File: src/sv/rap_pkg.sv
// ----------------------------------------------------------------------------
// rap_pkg
// Shared types, constants and the elaboration-time ramp table generator
// for the rotator angle positioner.
// ----------------------------------------------------------------------------
`default_nettype none

package rap_pkg;

   // sequencer states
   typedef enum logic [3:0] {
      ST_IDLE,
      ST_ANGLE,
      ST_CUR,
      ST_ERR,
      ST_DSETUP,
      ST_DIV,
      ST_LOOK,
      ST_MUL,
      ST_FIN
   } state_type;

   // configuration register indexes
   localparam logic [2:0] CSR_TARGET_ANGLE   = 3'd0;
   localparam logic [2:0] CSR_SENSOR_OFFSET  = 3'd1;
   localparam logic [2:0] CSR_STOP_TOLERANCE = 3'd2;
   localparam logic [2:0] CSR_MIN_DRIVE      = 3'd3;
   localparam logic [2:0] CSR_MAX_DRIVE      = 3'd4;
   localparam logic [2:0] CSR_RAMP_RANGE     = 3'd5;

   // register reset values
   localparam logic [15:0] RST_TARGET_ANGLE   = 16'd0;
   localparam logic [15:0] RST_SENSOR_OFFSET  = 16'd0;
   localparam logic [14:0] RST_STOP_TOLERANCE = 15'd30;
   localparam logic [7:0]  RST_MIN_DRIVE      = 8'd175;
   localparam logic [7:0]  RST_MAX_DRIVE      = 8'd255;
   localparam logic [14:0] RST_RAMP_RANGE     = 15'd1500;

   // angle constants, hundredths of a degree
   localparam logic [15:0]        FULL_TURN_U     = 16'd36000;
   localparam logic [15:0]        HALF_TURN_U     = 16'd18000;
   localparam logic signed [17:0] FULL_TURN_S     = 18'sd36000;
   localparam logic signed [17:0] HALF_TURN_S     = 18'sd18000;
   localparam logic signed [17:0] NEG_HALF_TURN_S = -18'sd18000;

   // drive saturation limits
   localparam logic signed [10:0] DRIVE_MAX_S = 11'sd255;
   localparam logic signed [10:0] DRIVE_MIN_S = -11'sd255;

   // pi/2 in Q30
   localparam logic [63:0] PI_HALF_Q30 = 64'd1686629713;

   // sin^2 of a Q30 angle, Q0.16, taylor series to the 13th power
   function automatic logic [15:0] sin_sq_q16(input logic [63:0] theta);
      logic signed [63:0] sum;
      logic [63:0]        term;
      logic [63:0]        s;
      logic [63:0]        sq;
      sum  = $signed(theta);
      term = theta;
      for (int n = 1; n <= 6; n++) begin
         term = (term * theta) >> 30;
         term = (term * theta) >> 30;
         case (n)
            1: term = term / 64'd6;
            2: term = term / 64'd20;
            3: term = term / 64'd42;
            4: term = term / 64'd72;
            5: term = term / 64'd110;
            default: term = term / 64'd156;
         endcase
         if ((n & 1) == 1) begin
            sum = sum - $signed(term);
         end else begin
            sum = sum + $signed(term);
         end
      end
      if (sum < 0) begin
         sum = 64'sd0;
      end
      if (sum > (64'sd1 <<< 30)) begin
         sum = 64'sd1 <<< 30;
      end
      s  = $unsigned(sum);
      sq = (s * s) >> 44;
      return (sq > 64'd65535) ? 16'hFFFF : sq[15:0];
   endfunction

endpackage

`default_nettype wire

File: src/sv/rotator_angle_positioner.sv
// ----------------------------------------------------------------------------
// rotator_angle_positioner
// Corrects and mirrors an encoder angle, forms the wrapped target error and
// computes a sin-squared ramped, signed motor drive with a stop window.
// ----------------------------------------------------------------------------
//
//   channel  direction  handshake          payload
//   req      in         req_valid/stall    req_kind, req_sensor_angle
//   rsp      out        rsp_valid/stall    motor_drive, current_angle,
//                                          angle_error, done_res
//   csr      in         csr_wr_en          csr_index, csr_wr_data
//
// while a move is active a transaction runs the shared restoring divider twice,
// once for the distance to the target and once for the distance from the
// start, between ST_ERR and ST_FIN; idle samples go from ST_ERR straight to
// ST_FIN.
// req_stall is high while a transaction is in work; a finished result waits in
// the rsp register and the next transaction may be accepted meanwhile.
// synchronous reset loads the register defaults and clears the move.
//
`default_nettype none

module rotator_angle_positioner #(
   parameter int RAMP_TABLE_DEPTH = 256
) (
   input  wire logic               clock,
   input  wire logic               reset,
   // request channel
   input  wire logic               req_valid,
   output logic                    req_stall,
   input  wire logic               req_kind,
   input  wire logic [15:0]        req_sensor_angle,
   // response channel
   output logic                    rsp_valid,
   input  wire logic               rsp_stall,
   output logic signed [8:0]       rsp_motor_drive,
   output logic [15:0]             rsp_current_angle,
   output logic signed [15:0]      rsp_angle_error,
   output logic                    rsp_done_res,
   // register write port
   input  wire logic               csr_wr_en,
   input  wire logic [2:0]         csr_index,
   input  wire logic [15:0]        csr_wr_data
);

   import rap_pkg::*;

   localparam int IDX_W = $clog2(RAMP_TABLE_DEPTH);
   localparam int NUM_W = 15 + IDX_W;
   localparam int CNT_W = $clog2(IDX_W);
   localparam logic [NUM_W-1:0] DEPTH_M1 = NUM_W'(RAMP_TABLE_DEPTH - 1);
   localparam logic [IDX_W-1:0] IDX_MAX  = IDX_W'(RAMP_TABLE_DEPTH - 1);
   localparam logic [CNT_W-1:0] CNT_INIT = CNT_W'(IDX_W - 1);

   // ramp table, built at elaboration
   logic [15:0] ramp_rom [RAMP_TABLE_DEPTH];

   for (genvar k = 0; k < RAMP_TABLE_DEPTH; k++) begin : g_ramp
      localparam logic [63:0] THETA =
         (PI_HALF_Q30 * 64'(k)) / 64'(RAMP_TABLE_DEPTH - 1);
      assign ramp_rom[k] = sin_sq_q16(THETA);
   end

   // registers
   state_type               state_ff, state_in;
   logic [15:0]             target_ff, target_in;
   logic [15:0]             offset_ff, offset_in;
   logic [14:0]             tol_ff, tol_in;
   logic [7:0]              min_drv_ff, min_drv_in;
   logic [7:0]              max_drv_ff, max_drv_in;
   logic [14:0]             range_ff, range_in;
   logic [15:0]             start_ff, start_in;
   logic                    moving_ff, moving_in;
   logic                    kind_ff, kind_in;
   logic [15:0]             raw_ff, raw_in;
   logic [15:0]             v_ff, v_in;
   logic [15:0]             cur_ff, cur_in;
   logic signed [15:0]      err_ff, err_in;
   logic [14:0]             err_mag_ff, err_mag_in;
   logic [14:0]             sd_mag_ff, sd_mag_in;
   logic                    sel_ff, sel_in;
   logic [NUM_W-1:0]        rem_ff, rem_in;
   logic [NUM_W-1:0]        dsh_ff, dsh_in;
   logic [IDX_W-1:0]        q_ff, q_in;
   logic [CNT_W-1:0]        cnt_ff, cnt_in;
   logic                    far_ff, far_in;
   logic [15:0]             tab_q_ff, tab_q_in;
   logic signed [8:0]       acc_end_ff, acc_end_in;
   logic signed [8:0]       acc_start_ff, acc_start_in;
   logic                    rsp_valid_ff, rsp_valid_in;
   logic signed [8:0]       rsp_drive_ff, rsp_drive_in;
   logic [15:0]             rsp_cur_ff, rsp_cur_in;
   logic signed [15:0]      rsp_err_ff, rsp_err_in;
   logic                    rsp_done_ff, rsp_done_in;

   // corrected angle, reduced into one turn
   logic signed [17:0] ang_sum, ang_s1, ang_s2, ang_s3;
   assign ang_sum = $signed({2'b00, raw_ff}) + $signed({{2{offset_ff[15]}}, offset_ff});
   assign ang_s1  = ang_sum[17] ? ang_sum + FULL_TURN_S : ang_sum;
   assign ang_s2  = (ang_s1 >= FULL_TURN_S) ? ang_s1 - FULL_TURN_S : ang_s1;
   assign ang_s3  = (ang_s2 >= FULL_TURN_S) ? ang_s2 - FULL_TURN_S : ang_s2;

   // mirrored angle
   logic [15:0] cur_calc;
   assign cur_calc = (v_ff == 16'd0) ? 16'd0 : FULL_TURN_U - v_ff;

   // target error wrapped to half a turn
   logic signed [17:0] err_diff, err_e1, err_e2, err_e3, err_neg;
   assign err_diff = $signed({2'b00, target_ff}) - $signed({2'b00, cur_ff});
   assign err_e1   = (err_diff > HALF_TURN_S) ? err_diff - FULL_TURN_S : err_diff;
   assign err_e2   = (err_e1 > HALF_TURN_S) ? err_e1 - FULL_TURN_S : err_e1;
   assign err_e3   = (err_e2 < NEG_HALF_TURN_S) ? err_e2 + FULL_TURN_S : err_e2;
   assign err_neg  = -err_e3;

   // distance from the start angle
   logic signed [17:0] sd_diff, sd_w1, sd_w2, sd_neg;
   assign sd_diff = $signed({2'b00, cur_ff}) - $signed({2'b00, start_ff});
   assign sd_w1   = (sd_diff > HALF_TURN_S) ? sd_diff - FULL_TURN_S : sd_diff;
   assign sd_w2   = (sd_w1 < NEG_HALF_TURN_S) ? sd_w1 + FULL_TURN_S : sd_w1;
   assign sd_neg  = -sd_w2;

   // divider operands
   logic [14:0]      range_eff;
   logic [14:0]      dist_sel;
   logic [NUM_W-1:0] num_calc;
   assign range_eff = (range_ff == 15'd0) ? 15'd1 : range_ff;
   assign dist_sel  = sel_ff ? sd_mag_ff : err_mag_ff;
   assign num_calc  = NUM_W'(dist_sel) * DEPTH_M1 + NUM_W'(range_eff >> 1);

   // ramp scaling of the drive span
   logic signed [8:0] span;
   logic signed [8:0] span_neg;
   logic [7:0]        span_abs;
   logic [23:0]       prod;
   logic signed [8:0] accel;
   assign span     = $signed({1'b0, max_drv_ff}) - $signed({1'b0, min_drv_ff});
   assign span_neg = -span;
   assign span_abs = span[8] ? span_neg[7:0] : span[7:0];
   assign prod     = 24'(span_abs) * 24'(tab_q_ff);
   assign accel    = span[8] ? -$signed({1'b0, prod[23:16]}) : $signed({1'b0, prod[23:16]});

   // final speed, sign rule and stop window
   logic signed [8:0]  acc_min;
   logic signed [10:0] speed, speed_sgn, speed_sat;
   logic               pos_dir;
   logic               in_window;
   logic signed [16:0] err_ext, tol_ext;
   assign acc_min  = (acc_end_ff < acc_start_ff) ? acc_end_ff : acc_start_ff;
   assign speed    = $signed({{2{acc_min[8]}}, acc_min}) + $signed({3'b000, min_drv_ff});
   assign pos_dir  = ((err_ff > 16'sd0) &&
                      !((target_ff > HALF_TURN_U) && (start_ff < HALF_TURN_U))) ||
                     ((err_ff < 16'sd0) &&
                      (target_ff < HALF_TURN_U) && (start_ff > HALF_TURN_U));
   assign speed_sgn = pos_dir ? speed : -speed;
   assign speed_sat = (speed_sgn > DRIVE_MAX_S) ? DRIVE_MAX_S :
                      (speed_sgn < DRIVE_MIN_S) ? DRIVE_MIN_S : speed_sgn;
   assign err_ext   = 17'(err_ff);
   assign tol_ext   = $signed({2'b00, tol_ff});
   assign in_window = (err_ext <= tol_ext) && (err_ext >= -tol_ext);

   // next state and datapath control
   always_comb begin
      state_in     = state_ff;
      target_in    = target_ff;
      offset_in    = offset_ff;
      tol_in       = tol_ff;
      min_drv_in   = min_drv_ff;
      max_drv_in   = max_drv_ff;
      range_in     = range_ff;
      start_in     = start_ff;
      moving_in    = moving_ff;
      kind_in      = kind_ff;
      raw_in       = raw_ff;
      v_in         = v_ff;
      cur_in       = cur_ff;
      err_in       = err_ff;
      err_mag_in   = err_mag_ff;
      sd_mag_in    = sd_mag_ff;
      sel_in       = sel_ff;
      rem_in       = rem_ff;
      dsh_in       = dsh_ff;
      q_in         = q_ff;
      cnt_in       = cnt_ff;
      far_in       = far_ff;
      tab_q_in     = tab_q_ff;
      acc_end_in   = acc_end_ff;
      acc_start_in = acc_start_ff;
      rsp_drive_in = rsp_drive_ff;
      rsp_cur_in   = rsp_cur_ff;
      rsp_err_in   = rsp_err_ff;
      rsp_done_in  = rsp_done_ff;
      rsp_valid_in = rsp_valid_ff && rsp_stall;

      // register writes
      if (csr_wr_en) begin
         case (csr_index)
            CSR_TARGET_ANGLE:   target_in  = csr_wr_data;
            CSR_SENSOR_OFFSET:  offset_in  = csr_wr_data;
            CSR_STOP_TOLERANCE: tol_in     = csr_wr_data[14:0];
            CSR_MIN_DRIVE:      min_drv_in = csr_wr_data[7:0];
            CSR_MAX_DRIVE:      max_drv_in = csr_wr_data[7:0];
            CSR_RAMP_RANGE:     range_in   = csr_wr_data[14:0];
            default: ;
         endcase
      end

      case (state_ff)
         ST_IDLE: begin
            if (req_valid) begin
               kind_in  = req_kind;
               raw_in   = req_sensor_angle;
               state_in = ST_ANGLE;
            end
         end
         ST_ANGLE: begin
            v_in     = ang_s3[15:0];
            state_in = ST_CUR;
         end
         ST_CUR: begin
            cur_in = cur_calc;
            // start transaction latches the start angle
            if (!kind_ff) begin
               start_in  = cur_calc;
               moving_in = 1'b1;
            end
            state_in = ST_ERR;
         end
         ST_ERR: begin
            err_in     = err_e3[15:0];
            err_mag_in = err_e3[17] ? err_neg[14:0] : err_e3[14:0];
            sd_mag_in  = sd_w2[17] ? sd_neg[14:0] : sd_w2[14:0];
            sel_in     = 1'b0;
            state_in   = moving_ff ? ST_DSETUP : ST_FIN;
         end
         ST_DSETUP: begin
            rem_in   = num_calc;
            dsh_in   = NUM_W'(range_eff) << (IDX_W - 1);
            q_in     = '0;
            cnt_in   = CNT_INIT;
            far_in   = (dist_sel >= range_eff);
            state_in = ST_DIV;
         end
         ST_DIV: begin
            // one restoring quotient bit per cycle
            if (rem_ff >= dsh_ff) begin
               rem_in = rem_ff - dsh_ff;
               q_in   = {q_ff[IDX_W-2:0], 1'b1};
            end else begin
               q_in   = {q_ff[IDX_W-2:0], 1'b0};
            end
            dsh_in = dsh_ff >> 1;
            if (cnt_ff == '0) begin
               state_in = ST_LOOK;
            end else begin
               cnt_in = cnt_ff - 1'b1;
            end
         end
         ST_LOOK: begin
            tab_q_in = ramp_rom[far_ff ? IDX_MAX : q_ff];
            state_in = ST_MUL;
         end
         ST_MUL: begin
            if (!sel_ff) begin
               acc_end_in = accel;
               sel_in     = 1'b1;
               state_in   = ST_DSETUP;
            end else begin
               acc_start_in = accel;
               state_in     = ST_FIN;
            end
         end
         ST_FIN: begin
            // wait for the result register to free up
            if (!rsp_valid_ff || !rsp_stall) begin
               rsp_valid_in = 1'b1;
               rsp_cur_in   = cur_ff;
               rsp_err_in   = err_ff;
               rsp_drive_in = 9'sd0;
               rsp_done_in  = 1'b0;
               if (moving_ff) begin
                  if (in_window) begin
                     rsp_done_in = 1'b1;
                     moving_in   = 1'b0;
                  end else begin
                     rsp_drive_in = speed_sat[8:0];
                  end
               end
               state_in = ST_IDLE;
            end
         end
         default: state_in = ST_IDLE;
      endcase
   end

   // state register
   always_ff @(posedge clock) begin
      if (reset) begin
         state_ff     <= ST_IDLE;
         target_ff    <= RST_TARGET_ANGLE;
         offset_ff    <= RST_SENSOR_OFFSET;
         tol_ff       <= RST_STOP_TOLERANCE;
         min_drv_ff   <= RST_MIN_DRIVE;
         max_drv_ff   <= RST_MAX_DRIVE;
         range_ff     <= RST_RAMP_RANGE;
         start_ff     <= 16'd0;
         moving_ff    <= 1'b0;
         rsp_valid_ff <= 1'b0;
      end else begin
         state_ff     <= state_in;
         target_ff    <= target_in;
         offset_ff    <= offset_in;
         tol_ff       <= tol_in;
         min_drv_ff   <= min_drv_in;
         max_drv_ff   <= max_drv_in;
         range_ff     <= range_in;
         start_ff     <= start_in;
         moving_ff    <= moving_in;
         rsp_valid_ff <= rsp_valid_in;
      end
   end

   // payload registers
   always_ff @(posedge clock) begin
      kind_ff      <= kind_in;
      raw_ff       <= raw_in;
      v_ff         <= v_in;
      cur_ff       <= cur_in;
      err_ff       <= err_in;
      err_mag_ff   <= err_mag_in;
      sd_mag_ff    <= sd_mag_in;
      sel_ff       <= sel_in;
      rem_ff       <= rem_in;
      dsh_ff       <= dsh_in;
      q_ff         <= q_in;
      cnt_ff       <= cnt_in;
      far_ff       <= far_in;
      tab_q_ff     <= tab_q_in;
      acc_end_ff   <= acc_end_in;
      acc_start_ff <= acc_start_in;
      rsp_drive_ff <= rsp_drive_in;
      rsp_cur_ff   <= rsp_cur_in;
      rsp_err_ff   <= rsp_err_in;
      rsp_done_ff  <= rsp_done_in;
   end

   // outputs
   assign req_stall         = (state_ff != ST_IDLE);
   assign rsp_valid         = rsp_valid_ff;
   assign rsp_motor_drive   = rsp_drive_ff;
   assign rsp_current_angle = rsp_cur_ff;
   assign rsp_angle_error   = rsp_err_ff;
   assign rsp_done_res      = rsp_done_ff;

endmodule

`default_nettype wire

File: config.mk
export PLATFORM = sky130hd
export DESIGN_NAME = rotator_angle_positioner
export DESIGN_NICKNAME = d
export VERILOG_FILES = /design/src/sv/rap_pkg.sv /design/src/sv/rotator_angle_positioner.sv
export SDC_FILE = /design/constraint.sdc
export NUM_CORES = 2
export LEC_CHECK = 0
export ABC_AREA = 1
export BUFFER_PORTS_ARGS = -buffer_cell sky130_fd_sc_hd__buf_2
export CORE_AREA = 3 3 248 250
export CTS_BUF_LIST = sky130_fd_sc_hd__clkbuf_4 sky130_fd_sc_hd__clkbuf_8
export CTS_CLUSTER_SIZE = 30
export DETAILED_ROUTE_END_ITERATION = 12
export DIE_AREA = 0 0 251 253
export GPL_TIMING_DRIVEN = 0
export PLACE_DENSITY = 0.71
export RECOVER_POWER = 50
export SYNTH_ARGS = -nofsm -noshare
export SYNTH_HDL_FRONTEND = slang
export SYNTH_SLANG_ARGS = --single-unit
export TNS_END_PERCENT = 10
File: constraint.sdc
create_clock -name clock -period 7.8 [get_ports clock]
set_input_delay 1.17 -clock clock [delete_from_list [all_inputs] [get_ports clock]]
set_output_delay 1.17 -clock clock [all_outputs]
set_load 0.005 [all_outputs]
==> flow_summary.json <==
{
  "outcome": "finished with violations",
  "failing_checks": "capacitance limit, slew limit",
  "numPortBuffers": 83,
  "area_growth_syn_to_layout_pct": 8.76,
  "initial_utilization_pct": 55.2,
  "synth_warn": 0,
  "r2r.worst_path.cells": 31,
  "critical_path.reg2reg.startpoint": "min_drv_ff[5]",
  "max-cap-violations": 6,
  "hold-path-endpoint": "max_drv_ff[2]",
  "post_synth_arst_share_pct": 0,
  "antenna_found_initial": 4,
  "slowest_delay_ns": 0.60,
  "worstPathMaxFanout": 10,
  "critical_path_arrival_ns": 7.75,
  "worstPathBufferInverterCount": 10,
  "worst_ep_required_time_ns": 8.21,
  "track_usage_pct": 37.0,
  "dieArea_sq_um": 63500,
  "fraction_of_final_layout_cells_with_drive_strength_greater_than_1_pct": 6.93,
  "fmax_ghz": 0.136,
  "power_uw": 8580,
  "worst_hold_path.num_cells": 2,
  "first_pass_grt_wire_length_um": 179000,
  "synth-seq-cells": 328,
  "startpoint_type": "flip-flop",
  "clock-sinks": 328,
  "initialDrtViolationCount": 3518,
  "grt_start_max_net_pins": 32,
  "drt_pass1_iterations": 7,
  "final_antenna_net_count": 0,
  "num_vias": 31925,
  "final_core_util_pct": 60.0,
  "filler_instances": 5483,
  "viasPerCell": 5.87,
  "most-common-layout-cells": "939 x sky130_fd_sc_hd__nand2_1, 741 x sky130_fd_sc_hd__inv_1, 494 x sky130_fd_sc_hd__nor2_1, 318 x sky130_fd_sc_hd__o21ai_0, 274 x sky130_fd_sc_hd__a21oi_1",
  "power.static_leakage_uw": 0.0168,
  "report.final.hold_viol_count": 0,
  "detail_route.drc_violations": 0,
  "timing.critical_path.to_type": "flip-flop",
  "cpMostUsedCell": "sky130_fd_sc_hd__inv_1",
  "holdCritPathClass": "reg -> reg",
  "final_max_slew_viol_count": 147,
  "design.final.nets": 5087,
  "grt-ovfl-total": 0,
  "grt_pass1_vias": 30786,
  "layout_worst_path_cycle_share_pct": 94.1,
  "clock_tree_from_tritoncts": "yes",
  "crit-reg2reg-capture": "acc_start_ff[7]",
  "final_common_cell": "sky130_fd_sc_hd__nand2_1",
  "netlist_instances": 4460,
  "synth_area_sq_um": 32700,
  "seq_area_frac_synth_pct": 27.1,
  "worst-r2r-setup-slack_ns": 0.46,
  "avgRoutedWirePerCell_um": 21.9,
  "report.final.setup_viol": 0,
  "holdCritStartpoint": "max_drv_ff[2]",
  "synth_edf_count": 228,
  "timing.final.crit_period_ns": 7.34,
  "footprint_of_the_multi_input_gates_sq_um": 20500,
  "cts_hold_buffers": 0,
  "floorplan.core_area_sq_um": 59200,
  "power.density_nw_per_um2": 241,
  "core.rowCount": 89,
  "path_clk_slew_ns": 0.08,
  "clock_path_buffers": 3,
  "path_delay_family": "adder cells",
  "place.gp.congestion": 1.08,
  "fp.dieW_um": 251,
  "insertion_delay_ns": 0.67,
  "register_area_sq_um": 8850,
  "peakVddDrop_v": 0.000232,
  "cts.htree.levels": 2,
  "timing.setup.critical_path_class": "reg -> reg",
  "postSynth.topFlopCell": "sky130_fd_sc_hd__edfxtp_1",
  "worst-slew-pin-transition_ns": 2.70,
  "io-pin-count": 85,
  "slew-limit-headroom_pct": -81.0,
  "synthesis.nets": 4937,
  "dieHeight_um": 253,
  "synthDistinctLibCells": 67,
  "cts_root_buf": "sky130_fd_sc_hd__clkbuf_8",
  "syn_avg_cell_area_sq_um": 7.33,
  "tritoncts_buffers": 58,
  "critPathSlowestCell": "sky130_fd_sc_hd__fa_1",
  "clock_skew_ns": 0.0298,
  "postRouteWirelength_um": 119000,
  "dp_hpwl_um": 94400
}
-- synthesized netlist by cell type, drive strengths merged (4+ instances only) --
cell | instances | area, sq um
nor4 | 14 | 87.6
o2111ai | 4 | 35.0
o311ai | 14 | 123
dfxtp | 100 | 2000
a2111oi | 4 | 35.0
nor3 | 38 | 205
edfxtp | 228 | 6850
clkinv | 5 | 18.8
a21oi | 278 | 1410
a21boi | 4 | 30.0
a31oi | 27 | 169
fa | 168 | 3360
o21a | 4 | 30.0
o211ai | 34 | 255
a32o | 4 | 40.0
o31ai | 11 | 82.6
nand4 | 40 | 256
inv | 749 | 2810
clkbuf | 109 | 409
o21ai | 340 | 1720
xor2 | 119 | 1060
o221ai | 9 | 78.8
nor2 | 505 | 1940
ha | 268 | 3350
o32ai | 4 | 35.0
nand2 | 978 | 3770
or2 | 18 | 113
o41ai | 7 | 61.3
a221oi | 6 | 52.6
and2 | 5 | 31.3
buf | 23 | 156
o21bai | 15 | 116
xnor2 | 36 | 315
nand3b | 16 | 120
nand3 | 220 | 1120
a211oi | 15 | 113
o22ai | 10 | 62.6
a311oi | 8 | 70.1
a31o | 5 | 43.8
-- timing repair --
item,in CTS,in global routing
pin swaps,0,4
cloned,0,1
resized for setup,0,35
buffers inserted,0,5
endpoints found under the setup margin,4,13
-- sequential cells by signal, indices dropped and copies added (netlist names), 9 cells and up --
signal             cells
dsh_ff                22
v_ff                  16
rsp_current_angle     16
start_ff              16
tab_q_ff              16
raw_ff                16
cur_ff                16
range_ff              15
err_ff                16
rem_ff                23
sd_mag_ff             15
offset_ff             16
acc_end_ff             9
tol_ff                15
err_mag_ff            14
target_ff             16
rsp_angle_error       16
rsp_motor_drive        9
acc_start_ff           9
-- logic make-up after synthesis --
family,count (synthesis),synth area share [%]
buffers and inverters,886,10.4
XOR/XNOR,155,4.21
flip-flops,328,27.1
adder cells (fa/ha/maj),436,20.5
AO/OA/AOI/OAI,814,14.3
AND/OR/NAND/NOR,1840,23.5
multiplexers,1,0.0344
-- layout make-up --
type,count,area share [%]
Timing Repair Buffer,92,1.31
Clock buffer,88,3.11
Timing Repair inverter,1,0.0211
Sequential cell,328,24.9
Tap cell,773,2.72
Buffer,129,1.58
Antenna cell,5,0.0352
Multi-Input combinational cell,3246,57.7
Inverter,754,7.97
Clock inverter,22,0.672
-- power by group --
group / internal [uW] / switching, uW / total, uW
Clock: 1050 / 794 / 1840
Sequential: 2130 / 58.3 / 2190
Combinational: 1640 / 2910 / 4550
-- metrics by stage --
stage               instances  hold WS, ns  cell area [sq um]  setup TNS, ns  worst slack [ns]
CTS                      5429        0.466              35500              0            0.0453
finish                   5438        0.465              35600              0             0.457
floorplan                4460        0.433              32700              0              1.19
global placement         5316        0.445              34100        -0.0634           -0.0317
detailed placement       5320        0.449              34200         -0.262           -0.0683
global route             5433        0.490              35500        -0.0360           -0.0180
-- worst min-delay path, delay by kind of cell, from the launching register on --
kind	cells	cell delay [ns]
flops	1	0.33
simple gates	2	0.10
-- per-layer routing --
layer	up-vias	wire, um	global-route usage [%]
li1	14864	-	-
met5	-	98	0.827
met3	310	14700	11.8
met1	15027	48600	49.1
met4	4	4590	12.8
met2	1720	51200	57.4
-- how the worst max path moves through the flow --
| stage | start | to | slack [ns] | cells past startpoint |
|---|---|---|---|---|
| after CTS | min_drv_ff[1] | acc_end_ff[7] | 0.05 | 33 |
| after floorplan | min_drv_ff[0] | acc_end_ff[7] | 1.19 | 35 |
| final | min_drv_ff[5] | acc_start_ff[7] | 0.46 | 31 |
| after global placement | min_drv_ff[0] | acc_end_ff[8] | -0.03 | 33 |
| after global routing | min_drv_ff[1] | acc_end_ff[7] | -0.02 | 34 |
| after detailed placement | min_drv_ff[5] | acc_end_ff[7] | -0.07 | 32 |
No activity file was read; power rests on OpenSTA's default activity.
